===== config.mk =====
export PLATFORM = sky130hd
export DESIGN_NAME = lcag_ram
export DESIGN_NICKNAME = d
export VERILOG_FILES = /design/src/rtl/lcag_ram.sv
export SDC_FILE = /design/constraint.sdc
export NUM_CORES = 1
export LEC_CHECK = 0
export ABC_AREA = 0
export BUFFER_PORTS_ARGS = -buffer_cell sky130_fd_sc_hd__buf_2
export CORE_UTILIZATION = 62
export DETAILED_ROUTE_END_ITERATION = 10
export PLACE_DENSITY = 0.86
export SLEW_MARGIN = 20
export SYNTH_ARGS = -nofsm -noshare
export SYNTH_HDL_FRONTEND = slang
export SYNTH_SLANG_ARGS = --single-unit

===== constraint.sdc =====
create_clock -name i_clk -period 2.9 [get_ports i_clk]
set_input_delay 0.58 -clock i_clk [delete_from_list [all_inputs] [get_ports i_clk]]
set_output_delay 0.58 -clock i_clk [all_outputs]
set_load 0.01 [all_outputs]

===== src/rtl/lcag_ram.sv =====
// ----------------------------------------------------------------------------
// lcag_ram
// generic simple dual port ram, one write and one registered read port
// ----------------------------------------------------------------------------
`default_nettype none

module lcag_ram #(
    parameter int WIDTH = 8,
    parameter int DEPTH = 64
) (
    input  wire logic                     i_clk,
    input  wire logic                     i_we,
    input  wire logic [$clog2(DEPTH)-1:0] i_waddr,
    input  wire logic [WIDTH-1:0]         i_wdata,
    input  wire logic                     i_re,
    input  wire logic [$clog2(DEPTH)-1:0] i_raddr,
    output logic      [WIDTH-1:0]         o_rdata
);

    logic [WIDTH-1:0] mem [DEPTH];

    always_ff @(posedge i_clk) begin
        if (i_we) begin
            mem[i_waddr] <= i_wdata;
        end
        if (i_re) begin
            o_rdata <= mem[i_raddr];
        end
    end

endmodule

`default_nettype wire


==> results of run 1 <==
## power groups by stage
stage / registers [mW] / clock network [mW] / logic (mW)
floorplan: 8.51 / 0 / 0.444
global placement: 8.51 / 0 / 0.768
detailed placement: 8.52 / 0 / 0.796
CTS: 8.36 / 6.20 / 0.815
global route: 8.36 / 6.47 / 0.859
finish: 8.36 / 6.16 / 0.826
## critical path: stages
cell	delay, ns
buf_4	0.26
buf_12	0.25
buf_4	0.28
buf_4	0.17
nand2_1	0.14
a211oi_1	0.33
nor4_1	0.09
nor3_1	0.41
o32ai_1	0.16
## Yosys cell counts (all sizes together)
cell type    n  share of area, %
o2bb2ai      3              0.13
nand2b       7              0.22
a221oi       6              0.26
or3          1             0.031
nand3       13              0.32
nand3b       3              0.11
o21a         2             0.074
o221a        2              0.11
a2111oi      2             0.087
nor2b       14              0.43
nor3         7              0.17
mux2i       23               1.1
and2         1             0.031
mux4       126                14
o41ai        2             0.087
o21ai        4             0.099
a31oi        1             0.031
nor4         2             0.062
buf         34               1.2
a211oi       4              0.15
o22ai        8              0.25
mux2        13              0.72
o2111ai      3              0.13
nand4b       1             0.043
o32ai        2             0.087
nand2       19              0.35
clkbuf      17              0.32
o221ai       8              0.35
a22oi        3              0.11
o311ai       1             0.043
a21oi        3             0.074
nor2        83               1.5
nand4        2             0.062
edfxtp     520                77
## kinds of logic (layout without fill, tap and decap cells)
logic type,count (synthesis),count (layout)
and+or+nand+nor,153,153
DFF,520,520
other,0,2
AOI/OAI and AO/OA,54,54
buffers and inverters,51,213
muxes,162,162
## placed cells by master, fill, tap and decap left out, drive strengths merged, types with 3 or more instances in the layout
master   instances
o221ai           8
nor2            83
a22oi            3
nand2           19
o2111ai          3
o2bb2ai          3
a221oi           6
edfxtp         520
mux2            13
o21ai            4
nand2b           7
a21oi            3
clkinv          20
clkbuf          57
nor2b           14
nor3             7
bufinv           5
nand3           13
mux4           126
a211oi           4
o22ai            8
buf            128
nand3b           3
mux2i           23
## layout make-up
cell class / count / area share [%]
Sequential cell: 520 / 67.78
Antenna cell: 2 / 0.02172
Clock buffer: 56 / 5.436
Clock inverter: 28 / 1.135
Timing Repair Buffer: 129 / 4.535
Tap cell: 435 / 2.362
Multi-Input combinational cell: 369 / 18.73
## per-stage QoR
stage / setup WS, ns / utilization [%] / instances
after floorplan: 0.5137 / - / 940
after global placement: 0.04311 / 67.50 / 1453
after detailed placement: 0.02789 / 67.50 / 1453
after CTS: 0.5535 / 72.25 / 1537
after global routing: 0.3931 / 72.26 / 1539
final: 0.4830 / 72.26 / 1539
## sequential cells by signal, indices dropped and copies added (netlist names)
signal / count
o_rdata: 8
mem: 512
## how the worst max path moves through the flow
stage                           from         end  slack [ns]  cells after the start
after global routing      i_raddr[1]  o_rdata[4]        0.39                      9
after global placement    i_raddr[0]  o_rdata[4]        0.04                      6
after CTS                 i_raddr[0]  o_rdata[3]        0.55                      8
after detailed placement  i_raddr[0]  o_rdata[4]        0.03                      6
final                     i_raddr[1]  o_rdata[4]        0.48                      9
after floorplan           i_raddr[1]  o_rdata[3]        0.51                      7
## metal layers
layer,up-vias,routed length [um],share of wire (%)
li1,4199,-,-
met1,5367,16490,35
met2,882,23200,49
met3,160,5756,12
met4,0,2104,4.4
met5,-,0,0
==> impl_metrics.py, run 1 <==
metrics = {
    "timing": {
        "min_period_ns": 2.417,
        "rsz0062_at_grt": "no",
        "finalSetupTns_ns": 0,
        "whs_ns": 0.3944,
        "skew_ns": 0.01732,
        "worst_pin_slew_ns": 0.9474,
        "setup_viol_count_final": 0,
        "timing.final.crit_share_pct": 83.34,
        "fmax_mhz": 413.7,
        "final-hold-violation-count": 0,
        "slew_headroom_pct": 36.60,
        "final-max-slew-violation-count": 0,
    },
    "detailed_routing": {
        "via_per_inst": 6.893,
        "vias": 10608,
        "routed_wirelength_um": 47550,
        "first_pass_iters": 8,
        "drt_iter0_drc": 1724,
        "ant_nets": 0,
        "wl_per_cell_um": 30.90,
        "post-route-drc-count": 0,
    },
    "synth": {
        "synth_compound_area_share_pct": 2.064,
        "yosys_warnings": 0,
        "synth_top_family_by_area": "multiplexers",
        "yosys_register_bits": 520,
        "synth-xor-area-share_pct": 0,
        "netlist_instances": 940,
        "muxShareOfSynthArea_pct": 15.88,
        "synth-adder-area-share_pct": 0,
        "synth-simple-area-share_pct": 3.374,
        "synth_area_um2": 20250,
        "yosysUniqueCellTypes": 39,
        "seq_area_frac_synth_pct": 77.12,
        "synth_nets": 963,
        "synth.avg_cell_area_um2": 21.54,
    },
    "cts": {
        "clock_path_buffers": 3,
        "cts_max_level": 2,
        "cts-resized-gates": 0,
        "clk_pin_slew_ns": 0.06,
        "clkSinkCount": 520,
        "cts_made_buffers": 48,
        "clkLatencyLatePin_ns": 0.55,
        "hold_buffers": 0,
        "cts_tree": "built",
        "clockRootBuffer": "clkbuf_16",
        "postCtsSetupRepairBufs": 0,
    },
    "worst_setup_path": {
        "critPathKind": "in2reg",
        "rr_endpoint": "o_rdata[4]",
        "crit_arrival_ns": 2.70,
        "worstReg2RegStart": "mem[24][4]",
        "worst-r2r-setup-slack_ns": 0.58,
        "reg2regPathDepth": 5,
        "worstPathMaxFanout": 23,
        "worst_setup_path_end_kind": "flop",
        "crit_path_start_kind": "primary input",
        "required_ns": 3.18,
    },
    "min_path": {
        "hold_depth": 1,
        "holdCritStartpoint": "i_wdata[3]",
        "min_path_type": "in2reg",
        "hold_end": "mem[20][3]",
    },
    "die": {
        "pin_count": 31,
        "die_h_um": 182.7,
        "dieArea_um2": 33380,
        "core_area_um2": 31880,
        "start_util_pct": 63.51,
        "rows": 65,
        "die_w_um": 182.7,
    },
    "global_routing": {
        "grt.overflow.total": 0,
        "grtUsageMet1_pct": 41.32,
        "antenna_found_initial": 2,
        "grt_max_degree": 65,
        "grt_pass1_vias": 10525,
        "busiest_layer": "met2",
        "grt_pass1_wl_um": 69860,
        "grt.total_usage_pct": 29.47,
        "use_met2_pct": 47.31,
        "grtUsageMet3_pct": 4.849,
    },
    "power": {
        "power_frac_clock_pct": 40.1,
        "combPwrFrac_pct": 5.4,
        "ir_drop_uv": 421.9,
        "p_switching_mw": 3.165,
        "seqPwrFrac_pct": 54.5,
        "p_leak_nw": 7.389,
        "switching_share_pct": 20.63,
        "power.internal_mw": 12.18,
        "power_mw": 15.35,
        "p_per_area_nw_per_um2": 666.1,
    },
    "cells_and_area": {
        "nets": 1091,
        "multiInputGateArea_um2": 4315,
        "fin_area_um2": 23040,
        "area_growth_pct": 13.79,
        "final_layout_size_suffix_gt1_share_pct": 30.40,
        "num-fill-cells": 1727,
        "seq_area_um2": 15620,
    },
    "placement": {
        "io_buffers": 30,
        "placed_area_um2": 21520,
        "dp.final_hpwl_um": 28480,
        "routabilityCongestion": 0.8770,
    },
    "job": {
        "maxCapViolCount": 0,
    },
    "outcome": {
        "status": "completed",
    },
}
Power figures use the tool's default switching activity.
==> run 2: changes to the inputs <==
--- a/config.mk
+++ b/config.mk
@@ -7,9 +7,9 @@
 export LEC_CHECK = 0
 export ABC_AREA = 0
 export BUFFER_PORTS_ARGS = -buffer_cell sky130_fd_sc_hd__buf_2
-export CORE_UTILIZATION = 62
+export CORE_UTILIZATION = 56
 export DETAILED_ROUTE_END_ITERATION = 10
-export PLACE_DENSITY = 0.86
+export PLACE_DENSITY = 0.82
 export SLEW_MARGIN = 20
 export SYNTH_ARGS = -nofsm -noshare
 export SYNTH_HDL_FRONTEND = slang
==> constraint.sdc (replaced) <==
create_clock -name i_clk -period 2 [get_ports i_clk]
set_input_delay 0.4 -clock i_clk [delete_from_list [all_inputs] [get_ports i_clk]]
set_output_delay 0.4 -clock i_clk [all_outputs]
set_load 0.01 [all_outputs]
==> impl_metrics.py, run 2 (synthesis results as in run 1) <==
metrics = {
    "outcome": {
        "status": "finished, violations left",
        "failed_checks": "negative setup slack",
    },
    "cells_and_area": {
        "mostFrequentLayoutCells": "edfxtp_1 (520), buf_4 (138), mux4_2 (126), nor2_1 (82), clkbuf_16 (52)",
        "num-fill-cells": 2158,
        "layout_commonest_cell": "edfxtp_1",
        "largest-register": "mem",
        "nets": 1135,
        "area_growth_pct": 15.62,
        "largest_reg_flops": 512,
        "final_layout_size_suffix_gt1_share_pct": 33.28,
        "reg.largest.list": "mem (512), o_rdata (8)",
    },
    "timing": {
        "final-hold-violation-count": 0,
        "slew_headroom_pct": 49.69,
        "min_period_ns": 2.016,
        "whs_ns": 0.2187,
        "setup_viol_count_final": 1,
        "fmax_mhz": 496.0,
        "fin_ws_ns": -0.01629,
        "rsz0062_at_grt": "yes",
        "worst_pin_slew_ns": 0.7546,
        "timing.final.crit_share_pct": 100.8,
        "final-max-slew-violation-count": 0,
        "skew_ns": 0.02124,
    },
    "cts": {
        "hold_buffers": 0,
        "clkSinkCount": 520,
        "cts_max_level": 2,
        "cts_made_buffers": 49,
        "clk_pin_slew_ns": 0.06,
        "clock_path_buffers": 3,
        "clockRootBuffer": "clkbuf_16",
        "cts_tree": "built",
        "clkLatencyLatePin_ns": 0.57,
    },
    "global_routing": {
        "grt_pass1_wl_um": 67030,
        "grt.total_usage_pct": 25.55,
        "grt_pass1_vias": 10416,
        "antenna_found_initial": 9,
        "grt_max_degree": 65,
        "grt.overflow.total": 0,
    },
    "die": {
        "core_area_um2": 35570,
        "pin_count": 31,
        "rows": 69,
        "start_util_pct": 56.92,
        "die_h_um": 192.1,
        "die_w_um": 192.1,
        "dieArea_um2": 36920,
    },
    "worst_setup_path": {
        "crit_arrival_ns": 2.33,
        "crit_slowest_cell": "mux4_2",
        "cp_cell_sequence": "mux4_2 -> mux2_2 -> a221oi_1 -> o2bb2ai_1",
        "crit_family": "multiplexers",
        "startpoint": "mem[45][0]",
        "worst_setup_path_end_kind": "flop",
        "worstPathMaxFanout": 1,
        "required_ns": 2.31,
        "worstReg2RegStart": "mem[45][0]",
        "critPathBufInv": 0,
        "critPathKind": "reg2reg",
        "crit_path_start_kind": "flop",
        "critical-path-max-stage-delay_ns": 0.48,
    },
    "min_path": {
        "min_path_type": "in2reg",
        "holdCritStartpoint": "i_re",
    },
    "power": {
        "p_leak_nw": 7.591,
        "p_per_area_nw_per_um2": 937.5,
        "ir_drop_uv": 825.5,
        "power_mw": 21.95,
    },
    "detailed_routing": {
        "first_pass_iters": 5,
        "wl_per_cell_um": 28.39,
        "drt_iter0_drc": 1279,
        "vias": 10378,
        "via_per_inst": 6.434,
        "ant_nets": 0,
        "post-route-drc-count": 0,
        "routed_wirelength_um": 45800,
    },
    "placement": {
        "place_ws_ns": -0.5773,
        "dp.final_hpwl_um": 28350,
        "routabilityCongestion": 0.8750,
        "io_buffers": 30,
    },
    "job": {
        "maxCapViolCount": 0,
    },
}
-- run 2: cell types whose count changed in the layout (fill, tap and decap cells not counted), sizes merged --
cell / previous run / this run
clkbuf: 57 / 72
buf: 128 / 170
clkinv: 20 / 15
diode: 2 / 4
bufinv: 5 / 1
clkinvlp: 2 / 0
-- run 2: timing repair --
item                                    in CTS  in global routing
gates resized for setup                      5                 12
setup buffers                                0                  0
endpoints found under the setup margin       4                  7
pin swaps                                    2                  1
gates cloned                                 0                  1
endpoints found under the hold margin        0                  0
-- run 2: metal layers --
metal / wire, um / share of wire, % / GRT usage (%) / vias to the layer above
met5: 70 / 0.15 / 0 / -
met4: 1460 / 3.2 / 10.05 / 10
met3: 4843 / 11 / 5.774 / 111
met2: 22630 / 49 / 39.97 / 651
met1: 16790 / 37 / 35.30 / 5326
li1: - / - / - / 4280
-- run 2: final timing paths --
path	to	slack, ns	depth (start not counted)
worst max register to register	o_rdata[0]	-0.02	4
worst min-delay path	o_rdata[2]	0.22	1
worst min register to register	o_rdata[6]	0.93	3
worst max-delay path	o_rdata[0]	-0.02	4
-- run 2: report_power, final --
part / switching [mW] / internal, mW
clock: 3.79 / 4.80
combinational: 0.721 / 0.510
sequential: 0.0373 / 12.1
-- run 2: cell type report --
type	count	area (um^2)	area share (%)
Tap cell	461	576.8	2.464
Antenna cell	4	10.01	0.04276
Clock inverter	17	108.9	0.4650
Multi-Input combinational cell	369	4375	18.69
Sequential cell	520	15620	66.71
Timing Repair Buffer	172	1375	5.874
Clock buffer	70	1348	5.757
-- run 2: through the flow --
step | cells | TNS, ns | util (%) | cell area [um^2]
5_1_grt | 1611 | -0.05429 | 65.80 | 23400
3_3_place_gp | 1521 | -3.759 | 61.37 | 21830
3_5_place_dp | 1521 | -3.923 | 61.37 | 21830
2_1_floorplan | 940 | -0.6411 | - | 20280
6_report | 1613 | -0.01629 | 65.81 | 23410
4_1_cts | 1608 | -0.02552 | 65.53 | 23310
